**src/hdl/qtca_pkg.sv**
```systemverilog
// Package for the quantile tracker with centroid alarm.
// Holds sizes, register indexes and the reference tables; no dependencies.
package qtca_pkg;

  localparam int NumQuantiles = 11;
  localparam int NumCentroids = 5;
  localparam int FracBits     = 10;
  localparam int NumProfiles  = 3;
  localparam int TabCols      = 9;
  localparam int TabRows      = 5;
  localparam int TabQ         = 11;

  localparam int QW   = $clog2(NumQuantiles);
  localparam int CW   = $clog2(NumCentroids + NumProfiles);
  localparam int DW   = 36;
  localparam int EW   = 16;

  localparam logic [DW-1:0] DistMax = '1;

  typedef enum logic [1:0] {
    RegStepSize    = 2'd0,
    RegWindowCount = 2'd1,
    RegAlarmLimit  = 2'd2
  } reg_idx_e;

  typedef struct packed {
    logic start_track;
    logic [QW-1:0] q_idx;
    logic [CW-1:0] row_idx;
    logic clr_acc;
    logic acc_en;
  } dp_cmd_t;

  function automatic logic [6:0] tau_pct(input int k);
    logic [6:0] t [TabQ] = '{7'd1, 7'd10, 7'd20, 7'd30, 7'd40, 7'd50,
                             7'd60, 7'd70, 7'd80, 7'd90, 7'd99};
    int i;
    i = (k < TabQ) ? k : TabQ - 1;
    return t[i];
  endfunction

  // Rows 0..4 are centroids, rows 5..7 the stable, unstable and semistable profiles.
  localparam int signed RefTab [8][9] = '{
    '{124754, 115865, 106022, 96310, 85568, 76007, 62475, 39216, 4802},
    '{-127611, -140689, -152088, -162132, -172547, -185408, -200160, -213903, -229201},
    '{-54709, -67502, -78115, -90614, -101933, -116035, -132326, -150797, -180237},
    '{15438, 3049, -10858, -25667, -40349, -54095, -70205, -86187, -112204},
    '{84575, 64945, 48876, 35223, 18732, 4489, -13299, -34683, -71815},
    '{136256, 122821, 111293, 99779, 86658, 73695, 58642, 42854, 24052},
    '{378864, 290744, 236034, 201156, 178776, 160498, 140450, 120730, 99962},
    '{271214, 213497, 179424, 156225, 139277, 123575, 107073, 89686, 71408}
  };

  // Reference value rounded to FracBits, ties up.
  function automatic logic signed [19:0] ref_val(input logic [CW-1:0] row,
                                                 input logic [QW-1:0] k);
    int c, r, sh;
    logic signed [31:0] v;
    c = int'(k) - 2;
    if (c > TabCols - 1) c = TabCols - 1;
    if (c < 0) c = 0;
    r = (int'(row) < NumCentroids) ?
        ((int'(row) < TabRows) ? int'(row) : TabRows - 1) :
        int'(row) - NumCentroids + TabRows;
    sh = 16 - FracBits;
    v = RefTab[r][c];
    if (sh > 0) v = (v + (32'sd1 <<< (sh - 1))) >>> sh;
    return v[19:0];
  endfunction

endpackage

```
**src/hdl/qtca_datapath.sv**
```systemverilog
// Datapath: tracker state, one shared squarer and the distance accumulator.
// Depends on qtca_pkg.
module qtca_datapath (
  input  logic                  clk_i,
  input  logic                  rst_ni,
  input  qtca_pkg::dp_cmd_t     cmd_i,
  input  logic signed [15:0]    residual_i,
  input  logic [7:0]            step_size_i,
  input  logic [5:0]            window_count_i,
  output logic [qtca_pkg::DW-1:0] acc_o
);

  logic signed [15:0] est_q [qtca_pkg::NumQuantiles];
  logic [5:0]         above_q [qtca_pkg::NumQuantiles];
  logic [5:0]         below_q [qtca_pkg::NumQuantiles];
  logic signed [15:0] est_sel;
  logic signed [15:0] est_d;
  logic [5:0]         n_d, m_d;
  logic [12:0]        n_x, m_x, w_p, w_q;
  logic [6:0]         p;
  logic signed [17:0] e_wide;
  logic signed [20:0] diff;
  logic [20:0]        mag_q;
  logic               mag_vld_q;
  logic [41:0]        prod;
  logic [42:0]        sum;
  logic [qtca_pkg::DW-1:0] acc_q;

  assign est_sel = est_q[cmd_i.q_idx];
  assign p = qtca_pkg::tau_pct(int'(cmd_i.q_idx));

  always_comb begin
    n_d = above_q[cmd_i.q_idx];
    m_d = below_q[cmd_i.q_idx];
    est_d = est_sel;
    if (residual_i >= est_sel) n_d = n_d + 6'd1;
    else m_d = m_d + 6'd1;
    n_x = 13'(n_d) * 13'd100;
    m_x = 13'(m_d) * 13'd100;
    w_p = 13'(window_count_i) * 13'(p);
    w_q = 13'(window_count_i) * 13'(7'd100 - p);
    e_wide = 18'(est_sel);
    if (n_x > w_p) begin
      e_wide = e_wide + 18'(step_size_i);
      n_d = '0; m_d = '0;
    end else if (m_x > w_q) begin
      e_wide = e_wide - 18'(step_size_i);
      n_d = '0; m_d = '0;
    end else if (7'(n_d) + 7'(m_d) == 7'(window_count_i)) begin
      n_d = '0; m_d = '0;
    end
    if (e_wide > 18'sd32767) est_d = 16'sh7fff;
    else if (e_wide < -18'sd32768) est_d = 16'sh8000;
    else est_d = e_wide[15:0];
  end

  always_ff @(posedge clk_i or negedge rst_ni) begin
    if (!rst_ni) begin
      for (int i = 0; i < qtca_pkg::NumQuantiles; i++) begin
        est_q[i] <= '0; above_q[i] <= '0; below_q[i] <= '0;
      end
    end else if (cmd_i.start_track) begin
      est_q[cmd_i.q_idx]   <= est_d;
      above_q[cmd_i.q_idx] <= n_d;
      below_q[cmd_i.q_idx] <= m_d;
    end
  end

  // Difference stage, then the square in the next cycle.
  assign diff = 21'(est_sel) - 21'(qtca_pkg::ref_val(cmd_i.row_idx, cmd_i.q_idx));
  assign prod = 42'(mag_q) * 42'(mag_q);
  assign sum  = 43'(acc_q) + 43'(prod);

  always_ff @(posedge clk_i or negedge rst_ni) begin
    if (!rst_ni) begin
      mag_vld_q <= 1'b0;
      acc_q     <= '0;
    end else begin
      mag_vld_q <= cmd_i.acc_en;
      if (cmd_i.clr_acc) acc_q <= '0;
      else if (mag_vld_q) acc_q <= (sum[42:36] != '0) ? qtca_pkg::DistMax : sum[35:0];
    end
  end

  always_ff @(posedge clk_i) begin
    mag_q <= diff[20] ? 21'(-diff) : 21'(diff);
  end

  assign acc_o = acc_q;

endmodule

```
**src/hdl/qtca_ctrl.sv**
```systemverilog
// Controller: sequences tracker updates, distance sums and the result.
// Depends on qtca_pkg.
module qtca_ctrl (
  input  logic                  clk_i,
  input  logic                  rst_ni,
  input  logic                  s_valid_i,
  output logic                  s_ready_o,
  input  logic                  pos_i,
  input  logic [qtca_pkg::DW-1:0] acc_i,
  input  logic [qtca_pkg::DW-1:0] alarm_limit_i,
  output qtca_pkg::dp_cmd_t     cmd_o,
  output logic                  m_valid_o,
  input  logic                  m_ready_i,
  output logic [qtca_pkg::DW+3:0] m_data_o
);

  typedef enum logic [2:0] {StIdle, StTrack, StDist, StDrain, StRow, StOut} state_e;

  localparam logic [qtca_pkg::CW-1:0] LastRow =
    qtca_pkg::CW'(qtca_pkg::NumCentroids + qtca_pkg::NumProfiles - 1);
  localparam logic [qtca_pkg::QW-1:0] LastQ = qtca_pkg::QW'(qtca_pkg::NumQuantiles - 1);

  state_e state_q;
  logic [qtca_pkg::QW-1:0] q_q;
  logic [qtca_pkg::CW-1:0] row_q;
  logic [1:0]  drain_q;
  logic        upd_q;
  logic [qtca_pkg::DW-1:0] min_q, best_q;
  logic [1:0]  cls_q;
  logic        m_valid_q;
  logic [qtca_pkg::DW+3:0] m_data_q;
  logic        is_cent;

  assign is_cent = row_q < qtca_pkg::CW'(qtca_pkg::NumCentroids);
  // The output register parts the two sides: a waiting result holds only StOut.
  assign s_ready_o = (state_q == StIdle);

  always_comb begin
    cmd_o = '0;
    cmd_o.q_idx = q_q;
    cmd_o.row_idx = row_q;
    cmd_o.start_track = (state_q == StTrack);
    cmd_o.acc_en = (state_q == StDist);
    cmd_o.clr_acc = (state_q == StRow);
  end

  always_ff @(posedge clk_i or negedge rst_ni) begin
    if (!rst_ni) begin
      state_q <= StIdle; q_q <= '0; row_q <= '0; drain_q <= '0; upd_q <= 1'b0;
      min_q <= '0; best_q <= '0; cls_q <= '0; m_valid_q <= 1'b0; m_data_q <= '0;
    end else begin
      if (m_valid_q && m_ready_i) m_valid_q <= 1'b0;
      unique case (state_q)
        StIdle: if (s_valid_i && s_ready_o) begin
          upd_q <= pos_i;
          min_q <= qtca_pkg::DistMax;
          q_q <= pos_i ? '0 : qtca_pkg::QW'(2);
          row_q <= pos_i ? '0 : qtca_pkg::CW'(qtca_pkg::NumCentroids);
          state_q <= pos_i ? StTrack : StDist;
        end
        StTrack: begin
          if (q_q == LastQ) begin q_q <= qtca_pkg::QW'(2); state_q <= StDist; end
          else q_q <= q_q + qtca_pkg::QW'(1);
        end
        StDist: begin
          if (q_q == LastQ) begin drain_q <= '0; state_q <= StDrain; end
          else q_q <= q_q + qtca_pkg::QW'(1);
        end
        StDrain: begin
          drain_q <= drain_q + 2'd1;
          if (drain_q == 2'd1) state_q <= StRow;
        end
        StRow: begin
          if (is_cent) begin
            if (acc_i < min_q) min_q <= acc_i;
          end else if (row_q == qtca_pkg::CW'(qtca_pkg::NumCentroids) || acc_i < best_q) begin
            best_q <= acc_i;
            cls_q <= 2'(row_q - qtca_pkg::CW'(qtca_pkg::NumCentroids));
          end
          q_q <= qtca_pkg::QW'(2);
          if (row_q == LastRow) state_q <= StOut;
          else begin row_q <= row_q + qtca_pkg::CW'(1); state_q <= StDist; end
        end
        StOut: if (!m_valid_q) begin
          m_valid_q <= 1'b1;
          m_data_q <= {cls_q, upd_q && (min_q > alarm_limit_i),
                       upd_q ? min_q : {qtca_pkg::DW{1'b0}}, upd_q};
          state_q <= StIdle;
        end
        default: state_q <= StIdle;
      endcase
    end
  end

  assign m_valid_o = m_valid_q;
  assign m_data_o = m_data_q;

endmodule

```
**src/hdl/quantile_tracker_centroid_alarm.sv**
```systemverilog
// Channel   | Group   | Payload (low bit first)
// input     | s_axis  | tdata: residual[15:0]
// output    | m_axis  | tdata: updated, min_sq_dist[35:0], alarm, stability_class[1:0]
// config    | cfg     | index 0 step_size, 1 window_count, 2 alarm_limit
// A positive residual first steps every quantile tracker, then scores 8 rows, each as
// 9 squared differences, a pipeline drain and a compare, and then writes the result;
// the controller then returns to idle and takes the next transaction.
// A zero or negative residual only scores the 3 profiles. One item is in work at a
// time; a stalled result holds the controller only when the next result is ready.
// Asynchronous reset clears trackers and controller state and loads config defaults.
module quantile_tracker_centroid_alarm (
  input  logic        clk_i,
  input  logic        rst_ni,
  input  logic        s_axis_tvalid,
  output logic        s_axis_tready,
  input  logic [15:0] s_axis_tdata,   // residual
  output logic        m_axis_tvalid,
  input  logic        m_axis_tready,
  output logic [39:0] m_axis_tdata,   // updated, min_sq_dist, alarm, stability_class
  input  logic        cfg_we_i,
  input  logic [1:0]  cfg_idx_i,
  input  logic [35:0] cfg_data_i
);

  logic [7:0]  step_q;
  logic [5:0]  win_q;
  logic [35:0] lim_q;
  logic signed [15:0] res_q;
  logic        pos;
  qtca_pkg::dp_cmd_t cmd;
  logic [qtca_pkg::DW-1:0] acc;

  assign pos = !s_axis_tdata[15] && (s_axis_tdata != '0);

  always_ff @(posedge clk_i or negedge rst_ni) begin
    if (!rst_ni) begin
      step_q <= 8'd20; win_q <= 6'd10; lim_q <= 36'd5308416; res_q <= '0;
    end else begin
      if (s_axis_tvalid && s_axis_tready) res_q <= s_axis_tdata;
      if (cfg_we_i) begin
        unique case (qtca_pkg::reg_idx_e'(cfg_idx_i))
          qtca_pkg::RegStepSize:    step_q <= cfg_data_i[7:0];
          qtca_pkg::RegWindowCount: win_q <= cfg_data_i[5:0];
          qtca_pkg::RegAlarmLimit:  lim_q <= cfg_data_i;
          default: ;
        endcase
      end
    end
  end

  qtca_datapath u_dp (
    .clk_i, .rst_ni, .cmd_i(cmd), .residual_i(res_q),
    .step_size_i(step_q), .window_count_i(win_q), .acc_o(acc)
  );

  qtca_ctrl u_ctrl (
    .clk_i, .rst_ni, .s_valid_i(s_axis_tvalid), .s_ready_o(s_axis_tready),
    .pos_i(pos), .acc_i(acc), .alarm_limit_i(lim_q), .cmd_o(cmd),
    .m_valid_o(m_axis_tvalid), .m_ready_i(m_axis_tready), .m_data_o(m_axis_tdata)
  );

  a_noupd: assert property (@(posedge clk_i) disable iff (!rst_ni)
    m_axis_tvalid && !m_axis_tdata[0] |-> m_axis_tdata[37:1] == '0) else $error("no-update result");
  a_cls: assert property (@(posedge clk_i) disable iff (!rst_ni)
    m_axis_tvalid |-> m_axis_tdata[39:38] != 2'd3) else $error("bad class");
  a_busy: assert property (@(posedge clk_i) disable iff (!rst_ni)
    s_axis_tvalid && s_axis_tready |=> !s_axis_tready) else $error("accepted while busy");

endmodule
```
**config.mk**
```make
export PLATFORM = sky130hd
export DESIGN_NAME = quantile_tracker_centroid_alarm
export DESIGN_NICKNAME = d
export VERILOG_FILES = /design/src/hdl/qtca_pkg.sv /design/src/hdl/qtca_datapath.sv /design/src/hdl/qtca_ctrl.sv /design/src/hdl/quantile_tracker_centroid_alarm.sv
export SDC_FILE = /design/constraint.sdc
export NUM_CORES = 2
export LEC_CHECK = 0
export BUFFER_PORTS_ARGS = -buffer_cell sky130_fd_sc_hd__buf_2
export CAP_MARGIN = 25
export CORE_ASPECT_RATIO = 1.1
export CORE_MARGIN = 4
export CORE_UTILIZATION = 35
export CTS_CLUSTER_DIAMETER = 50
export DETAILED_ROUTE_END_ITERATION = 16
export PLACE_DENSITY = 0.51
export SETUP_SLACK_MARGIN = 0.15
export SYNTH_ARGS = -nofsm -noshare
export SYNTH_HDL_FRONTEND = slang
export SYNTH_SLANG_ARGS = --single-unit
```
**constraint.sdc**
```tcl
create_clock -name clk_i -period 11.2 [get_ports clk_i]
set_input_delay 2.24 -clock clk_i [delete_from_list [all_inputs] [get_ports clk_i]]
set_output_delay 2.24 -clock clk_i [all_outputs]
set_load 0.02 [all_outputs]
```
Word level (Yosys, flattened, before mapping)
Memories as Yosys holds them, arrays and structs flattened.
Cells that the tools add are included.
{"block": "totals", "ff_bits": 560, "romBits": 2416, "input_bits": 59, "wordCells": 216, "n_memories": 2}
{"memory": "(name not given)", "depth": 8, "word_bits": 288, "rd": 1, "rd_ports_with_merged_regs": 0, "write_ports": 0, "line_no": "qtca_pkg.sv:66", "text": "v = RefTab[r][c];"}
{"memory": "(name not given)", "depth": 16, "word_bits": 7, "rd": 1, "rd_ports_with_merged_regs": 0, "write_ports": 0, "line_no": "qtca_pkg.sv:39", "text": "return t[i];"}
{"block": "classes", "addsub": 17, "mul": 5, "order_cmp": 18, "eq_ne": 21, "muxes": 70, "n_bitwise": 6, "n_reduce_logical": 26}
{"cell": "288-bit 2-to-1 mux", "count": 2}
{"cell": "36-bit 2-to-1 mux", "count": 7}
{"cell": "176-bit bitwise mux", "count": 1}
{"cell": "66-bit bitwise mux", "count": 2}
{"cell": "32-bit binary-select mux with 4-bit select", "count": 1}
{"cell": "32-bit 2-to-1 mux", "count": 3}
{"cell": "32-bit NOT", "count": 3}
{"cell": "16-bit 2-to-1 mux", "count": 5}
{"cell": "6-bit 2-to-1 mux", "count": 13}
{"cell": "36-bit < comparator", "count": 2}
{"cell": "36-bit case mux with 2 select lines", "count": 1}
{"cell": "16-bit binary-select mux with 4-bit select", "count": 1}
{"cell": "16-bit demux with 4-bit select", "count": 1}
{"cell": "32-bit by 5-bit greater-or-equal comparator with 1-bit output, second input constant", "count": 2}
{"cell": "26-bit 2-to-1 mux", "count": 2}
{"cell": "6-bit binary-select mux with 4-bit select", "count": 2}
{"cell": "36-bit by 42-bit adder with 43-bit output", "count": 1}
{"cell": "21-bit by 21-bit multiplier with 42-bit output", "count": 1}
{"cell": "36-bit > comparator", "count": 1}
{"cell": "18-bit 2-to-1 mux", "count": 2}
{"cell": "32-bit by 4-bit adder with 32-bit output, second input constant", "count": 1}
{"cell": "32-bit by 4-bit greater-or-equal comparator with 1-bit output, second input constant", "count": 1}
{"cell": "32-bit by 5-bit > comparator with 1-bit output, second input constant", "count": 1}
{"cell": "32-bit by 1-bit < comparator with 1-bit output, second input constant", "count": 1}
{"cell": "other kinds (60)", "count": 106}

Longest topological paths before layout
{"block": "logic_depth", "word_depth": 15, "mapped_depth": 49}

By module
From an unflattened synthesis, not the netlist that was laid out.
{"block": "hier_totals", "cells_unflattened": 5260, "hier_area_um2": 50634.8}
{"module": "qtca_datapath", "instances": 1, "cells_per_inst": 4298, "area_each_um2": 40177.3, "seq_area_each_um2": 9053.7}
{"module": "qtca_ctrl", "instances": 1, "cells_per_inst": 816, "area_each_um2": 7821.3, "seq_area_each_um2": 3203.1}
{"module": "quantile_tracker_centroid_alarm", "instances": 1, "cells_per_inst": 146, "area_each_um2": 2636.3, "seq_area_each_um2": 1660.3}

Worst setup path before layout
OpenSTA, ideal clock, no wires.
{"block": "synth_timing", "kind": "register to register", "start": "register u_ctrl.q_q[0] (netlist bit)", "end": "register u_dp.est_q[25] (netlist bit)", "setup_time_ps": 65, "arrival_time_ps": 9445, "t_required_ps": 11135, "setup_slack_ps": 1690, "stages_incl_launch_ff": 49, "path_buffers": 11, "path_cell_list": "dfrtp_1 -> buf_4 -> buf_8 -> buf_8 -> buf_12 -> buf_12 -> buf_4 -> buf_4 -> buf_4 -> mux2i_1 -> nor2_1 -> a21oi_1 -> o22ai_1 -> inv_1 -> ha_1 -> nor2b_1 -> o21a_1 -> o21a_1 -> [13 not listed] -> inv_1 -> a21oi_1 -> o21bai_1 -> a21o_1 -> a21oi_1 -> xnor2_1 -> ha_1 -> o21a_1 -> a21oi_1 -> nand2b_1 -> o31ai_1 -> a211oi_1 -> nor4b_2 -> a2111oi_4 -> nor2_2 -> a21oi_2 -> buf_4 -> mux2_2"}
{"block": "synth_via", "elab_chain_len": 15, "word_cells_on_any_way": 42, "cone_classes": "5 x add/sub; 4 x mul; 8 x order compare; 21 x mux; 2 x bitwise; 1 x reduce/logical; 1 x memory"}
{"element": "start, declared", "line_no": "qtca_ctrl.sv:24", "text": "logic [qtca_pkg::QW-1:0] q_q;"}
{"element": "start signal, assigned", "line_no": "qtca_ctrl.sv:57", "text": "q_q <= pos_i ? '0 : qtca_pkg::QW'(2);"}
{"element": "start signal, assigned", "line_no": "qtca_ctrl.sv:62", "text": "if (q_q == LastQ) begin q_q <= qtca_pkg::QW'(2); state_q <= StDist; end"}
{"element": "start signal, assigned", "line_no": "qtca_ctrl.sv:63", "text": "else q_q <= q_q + qtca_pkg::QW'(1);"}
{"element": "4-bit < comparator", "line_no": "qtca_pkg.sv:38", "text": "i = (k < TabQ) ? k : TabQ - 1;"}
{"element": "4-bit 2-to-1 mux", "line_no": "qtca_pkg.sv:38"}
{"element": "32-bit NOT (implied by the code)", "line_no": "qtca_pkg.sv:39"}
{"element": "memory 16 x 7 bit"}
{"element": "7-bit 2-to-1 mux (implied by the code) (2 in series)", "line_no": "qtca_pkg.sv:39"}
{"element": "7-bit by 7-bit subtractor with 8-bit output", "line_no": "qtca_datapath.sv:41", "text": "w_q = 13'(window_count_i) * 13'(7'd100 - p);"}
{"element": "6-bit by 13-bit multiplier with 13-bit output", "line_no": "qtca_datapath.sv:41"}
{"element": "13-bit > comparator", "line_no": "qtca_datapath.sv:46", "text": "end else if (m_x > w_q) begin"}
{"element": "18-bit 2-to-1 mux", "line_no": "qtca_datapath.sv:46"}
{"element": "18-bit 2-to-1 mux", "line_no": "qtca_datapath.sv:43", "text": "if (n_x > w_p) begin"}
{"element": "18-bit by 16-bit < comparator with 1-bit output", "line_no": "qtca_datapath.sv:53", "text": "else if (e_wide < -18'sd32768) est_d = 16'sh8000;"}
{"element": "16-bit 2-to-1 mux", "line_no": "qtca_datapath.sv:53"}
{"element": "16-bit 2-to-1 mux", "line_no": "qtca_datapath.sv:52", "text": "if (e_wide > 18'sd32767) est_d = 16'sh7fff;"}
{"element": "176-bit bitwise mux *", "line_no": "qtca_datapath.sv:63", "text": "est_q[cmd_i.q_idx] <= est_d;"}
{"element": "end signal, assigned by index", "line_no": "qtca_datapath.sv:63"}
{"element": "end, declared", "line_no": "qtca_datapath.sv:13", "text": "logic signed [15:0] est_q [qtca_pkg::NumQuantiles];"}
Every way passes the cells marked *; elsewhere a longest branch is shown, timed or not. The select of a mux whose other input is x is not followed.
A chain may end at the register's enable or synchronous reset.

Final worst setup path
{"block": "layout_timing", "start": "register u_ctrl.q_q[0] (netlist bit)", "end": "register u_dp.est_q[153] (netlist bit)"}
Same word-level chain as after synthesis.

==> out/results.txt <==
The run finished with clean final reports. Transition time at the pin with the least slew margin: 1.02 ns. The endpoint identified for the worst register-to-register timing path is u_dp.est_q[153].

Post-CTS repair changed the size of 0 cells. The internal portion of the total power is 4060 uW. The worst relative slew slack was 0.312; the clock sink count was 560. Share of final-layout standard cells stronger than drive strength 1: 0.133. The hold path depth came out at 2. The tools report the total congestion overflow as 0.

The net count reported at finish is 5,989, and the area share of the largest cell type after synthesis is 0.270. After the first detailed-routing iteration, the DRC count stood at 2,427. After synthesis, the largest family of logic cells by area is adder cells. The cell count of the worst reg-to-reg path is 38.

The number of vias per cell after detailed routing works out to 5.24. Across all register-to-register paths, the minimum setup slack is 1.10 ns. Yosys mapped the design onto 103 distinct sky130hd cell types. The post-synthesis simple-gate area fraction works out to 0.112. In the post-synthesis netlist, the biggest area contributors are sky130_fd_sc_hd__dfrtp_1 27%, sky130_fd_sc_hd__fa_1 16%, sky130_fd_sc_hd__ha_1 12%. The clock root buffer was sky130_fd_sc_hd__clkbuf_16. The run gives 0.282 as the portion of the post-synthesis area used by sequential elements. For the share of power burned in the clock network, the log shows 0.523. Setup repair after global routing left no endpoint under its margin. After detailed routing, the total wire length is 145,000 um.

The run gives 0.352 as the starting density of the core. The maximum buffer depth of the clock tree is 3, and the final cell area excluding filler cells is 54,900 um^2. The first global-routing pass estimated 230,000 um of wire. For the placed wire-length estimate, the log shows 106,000 um.

In this run the cell area of the synthesized design comes to 49,300 um^2. The logs give 0.392 for the post-layout utilization of the core and 0 for the count of final setup violators. Post-CTS timing repair inserted 0 buffers for setup. The run gives 38,062 as the via count of the first global-routing pass.

The main flop type after synthesis is sky130_fd_sc_hd__dfrtp_1. The placeable core area was 140,000 um^2; the count of yosys warnings during synthesis was 0. Filler cell count in the final layout: 13,856. On the critical path the largest part of the delay comes from compound AO/OA/AOI/OAI gates. Kind of start point of the critical path: a flop. The launching point of the worst reg2reg path is u_ctrl.q_q[0]. The H-tree depth was 3; the number of clock buffers inserted by TritonCTS was 83. The share of synthesized registers carrying an async set or reset is 0.963, and the fraction of the mapped netlist area in compound gates is 0.135. The share of the synthesized netlist area taken by xor and xnor gates is 0.0288, and the count of pins on the block boundary is 101. The number of hold buffers added after CTS is 0. The tools report the leakage component of the power as 0.0273 uW. The number of input and output port buffers inserted was 100. For the post-synthesis cell count, the log shows 5,056. Among all stages on the critical path, the largest delay is contributed by sky130_fd_sc_hd__dfrtp_4. The number of pins with negative max-slew slack in the final report is 0. The floorplan die width is 366 um.

Across the routed clock network, the largest skew measured is 0.0456 ns. The floorplan has 144 rows. Buffer and inverter count on the worst path: 6. In this run the power spent charging and discharging nets is 1430 uW. The instance area after placement was 51,800 um^2; the number of design rule violations left after detail routing was 0. The run gives 5,974 as the net count after synthesis. The min-delay analysis places its worst path in the category reg2reg. The arrival time at the worst endpoint was 10.71 ns; the number of enable flip-flop cells after synthesis was 0. The tools report the power share of the sequential group as 0.384. The synthesized design spends more area on one cell type than any other, namely sky130_fd_sc_hd__dfrtp_1. Sort of element at the end of the critical path: a flop. The synthesized design contains 560 register bits.

After detailed routing, the average wire length per cell comes to 20.8 um. The share of the cycle needed by the critical path after routing was 0.902. TritonCTS built the clock tree. For the final routed database, the setup TNS stands at 0 ns. The largest single stage delay on the critical path is 0.93 ns.

The multiplexer area fraction after synthesis was 0.0875; the switching power share of the total was 0.260. The insertion delay of the later-clocked pin in the worst-skew pair was 0.69 ns; the signed area change from the synthesized netlist to the final layout was 11.3%. Most frequent cell after synthesis: sky130_fd_sc_hd__inv_1.

The tools report the global placement routability congestion as 0.848. The tools report the endpoint of the worst hold-timing path as u_ctrl.m_data_o[0]. The die covers 147,000 um^2. Number of antenna violations at the first check in global routing: 10. For this run, the top clock speed supported by timing is 99.0 MHz.

The startpoint of the worst hold path is u_ctrl.m_data_o[0]. The adder and majority cell fraction of the synthesized area is 0.281, and the logic gate share of total power is 0.093. Ranked by instance count, the synthesized netlist is headed by 648 x sky130_fd_sc_hd__inv_1, 532 x sky130_fd_sc_hd__dfrtp_1, 529 x sky130_fd_sc_hd__nand2_1. The type of the worst setup path was reg2reg.

For the total number of vias, the log shows 36,532. The clock transition at the registers of the reported paths is 0.06 ns, and the count of maximum capacitance violations is 0. The run gives 0.198 as the overall global routing resource usage. The maximum fanout count along the critical path is 55, and the average cell area after synthesis is 9.76 um^2. IR analysis of the VDD net gives a maximum drop of 96.1 uV.

The tools report the number of iterations in the first detailed-routing pass as 5. Entering global routing, the biggest net connects 143 pins. The final-report hold violation count is 0, and the vertical die dimension is 402 um. The smallest clock period supported by the final layout is computed as 10.10 ns.

The post-detailed-route count of antenna-violating nets is 0. The power density relative to cell area is 100 nW/um^2, and the critical path data required time is 11.82 ns.
==> flip-flops by register name, indices dropped and copies added (netlist names) <==
| register | count |
|---|---|
| u_dp.above_q | 66 |
| u_ctrl.state_q | 3 |
| u_ctrl.upd_q | 1 |
| u_ctrl.m_valid_o | 1 |
| win_q | 6 |
| u_ctrl.row_q | 3 |
| u_ctrl.cls_q | 2 |
| res_q | 16 |
| step_q | 8 |
| u_ctrl.m_data_o | 40 |
| u_ctrl.drain_q | 2 |
| u_dp.below_q | 66 |
| u_ctrl.min_q | 36 |
| u_ctrl.q_q | 4 |
| lim_q | 36 |
| u_dp.acc_o | 36 |
| u_dp.mag_q | 21 |
| u_ctrl.best_q | 36 |
| u_dp.mag_vld_q | 1 |
| u_dp.est_q | 176 |
==> power by group through the flow <==
stage                     sequential (uW)  clock [uW]  combinational [uW]
after floorplan                      2110           0                 362
after global placement               2140           0                 511
after detailed placement             2140           0                 515
after CTS                            2110        2940                 520
after global routing                 2110        3030                 590
final                                2110        2870                 511
==> logic make-up after synthesis <==
group	Yosys count
simple gates	1162
mux	344
compound gates	1041
fa+ha+maj	869
xor+xnor	162
buf+inv	918
flops	560
==> final cells by class <==
class,count,area (um^2),share of cell area
multi-input combinational,3578,31900,0.580
sequential,560,13900,0.254
inverter,655,2460,0.0448
clock buffer,106,2280,0.0416
tap,1825,2280,0.0416
timing repair buffer,193,1270,0.0231
clock inverter,50,808,0.0147
antenna,1,2.50,0.0000456
==> stage by stage <==
stage               setup WS, ns  hold slack, ns  cells  power, uW
finish                      1.10           0.468   6968       5490
global route               0.339           0.493   6967       5730
CTS                         1.01           0.474   6967       5560
detailed placement          1.04           0.462   6811       2660
global placement            1.29           0.456   6809       2650
floorplan                   1.69           0.443   5056       2470
==> cell usage in the layout (no fill, tap or decap), types with 89 or more instances in the layout <==
cell type,n
sky130_fd_sc_hd__inv_1,648
sky130_fd_sc_hd__dfrtp_1,529
sky130_fd_sc_hd__nand2_1,520
sky130_fd_sc_hd__ha_1,458
sky130_fd_sc_hd__fa_1,401
sky130_fd_sc_hd__o21ai_0,299
sky130_fd_sc_hd__a21oi_1,225
sky130_fd_sc_hd__mux2_2,197
sky130_fd_sc_hd__and2_1,163
sky130_fd_sc_hd__nor2_1,154
sky130_fd_sc_hd__xnor2_1,101
sky130_fd_sc_hd__buf_2,99
sky130_fd_sc_hd__mux2i_1,97
sky130_fd_sc_hd__a21o_1,89
sky130_fd_sc_hd__buf_4,89
==> worst min-delay path: cells and delay by family (launching register included) <==
family,cells,cell delay [ns]
AOI/OAI and AO/OA,1,0.06
and+or+nand+nor,1,0.04
DFF,1,0.33
==> worst max path at each step <==
stage,from,end,cells after the start
2_1_floorplan,u_ctrl.q_q[0],u_dp.est_q[25],48
3_3_place_gp,u_ctrl.q_q[0],u_dp.above_q[27],36
3_5_place_dp,u_ctrl.q_q[0],u_dp.est_q[76],38
4_1_cts,u_ctrl.q_q[0],u_dp.est_q[11],38
5_1_grt,u_ctrl.q_q[0],u_dp.est_q[11],39
6_report,u_ctrl.q_q[0],u_dp.est_q[153],38
==> per-layer routing <==
metal  GRT usage  up-vias  wire length [um]
met5           0        -                13
met3      0.0229      188              5600
li1            -    17176                 -
met1       0.273    18384             66700
met4      0.0471        2              3320
met2       0.336      782             69400
(Power assumes the default switching activity.)
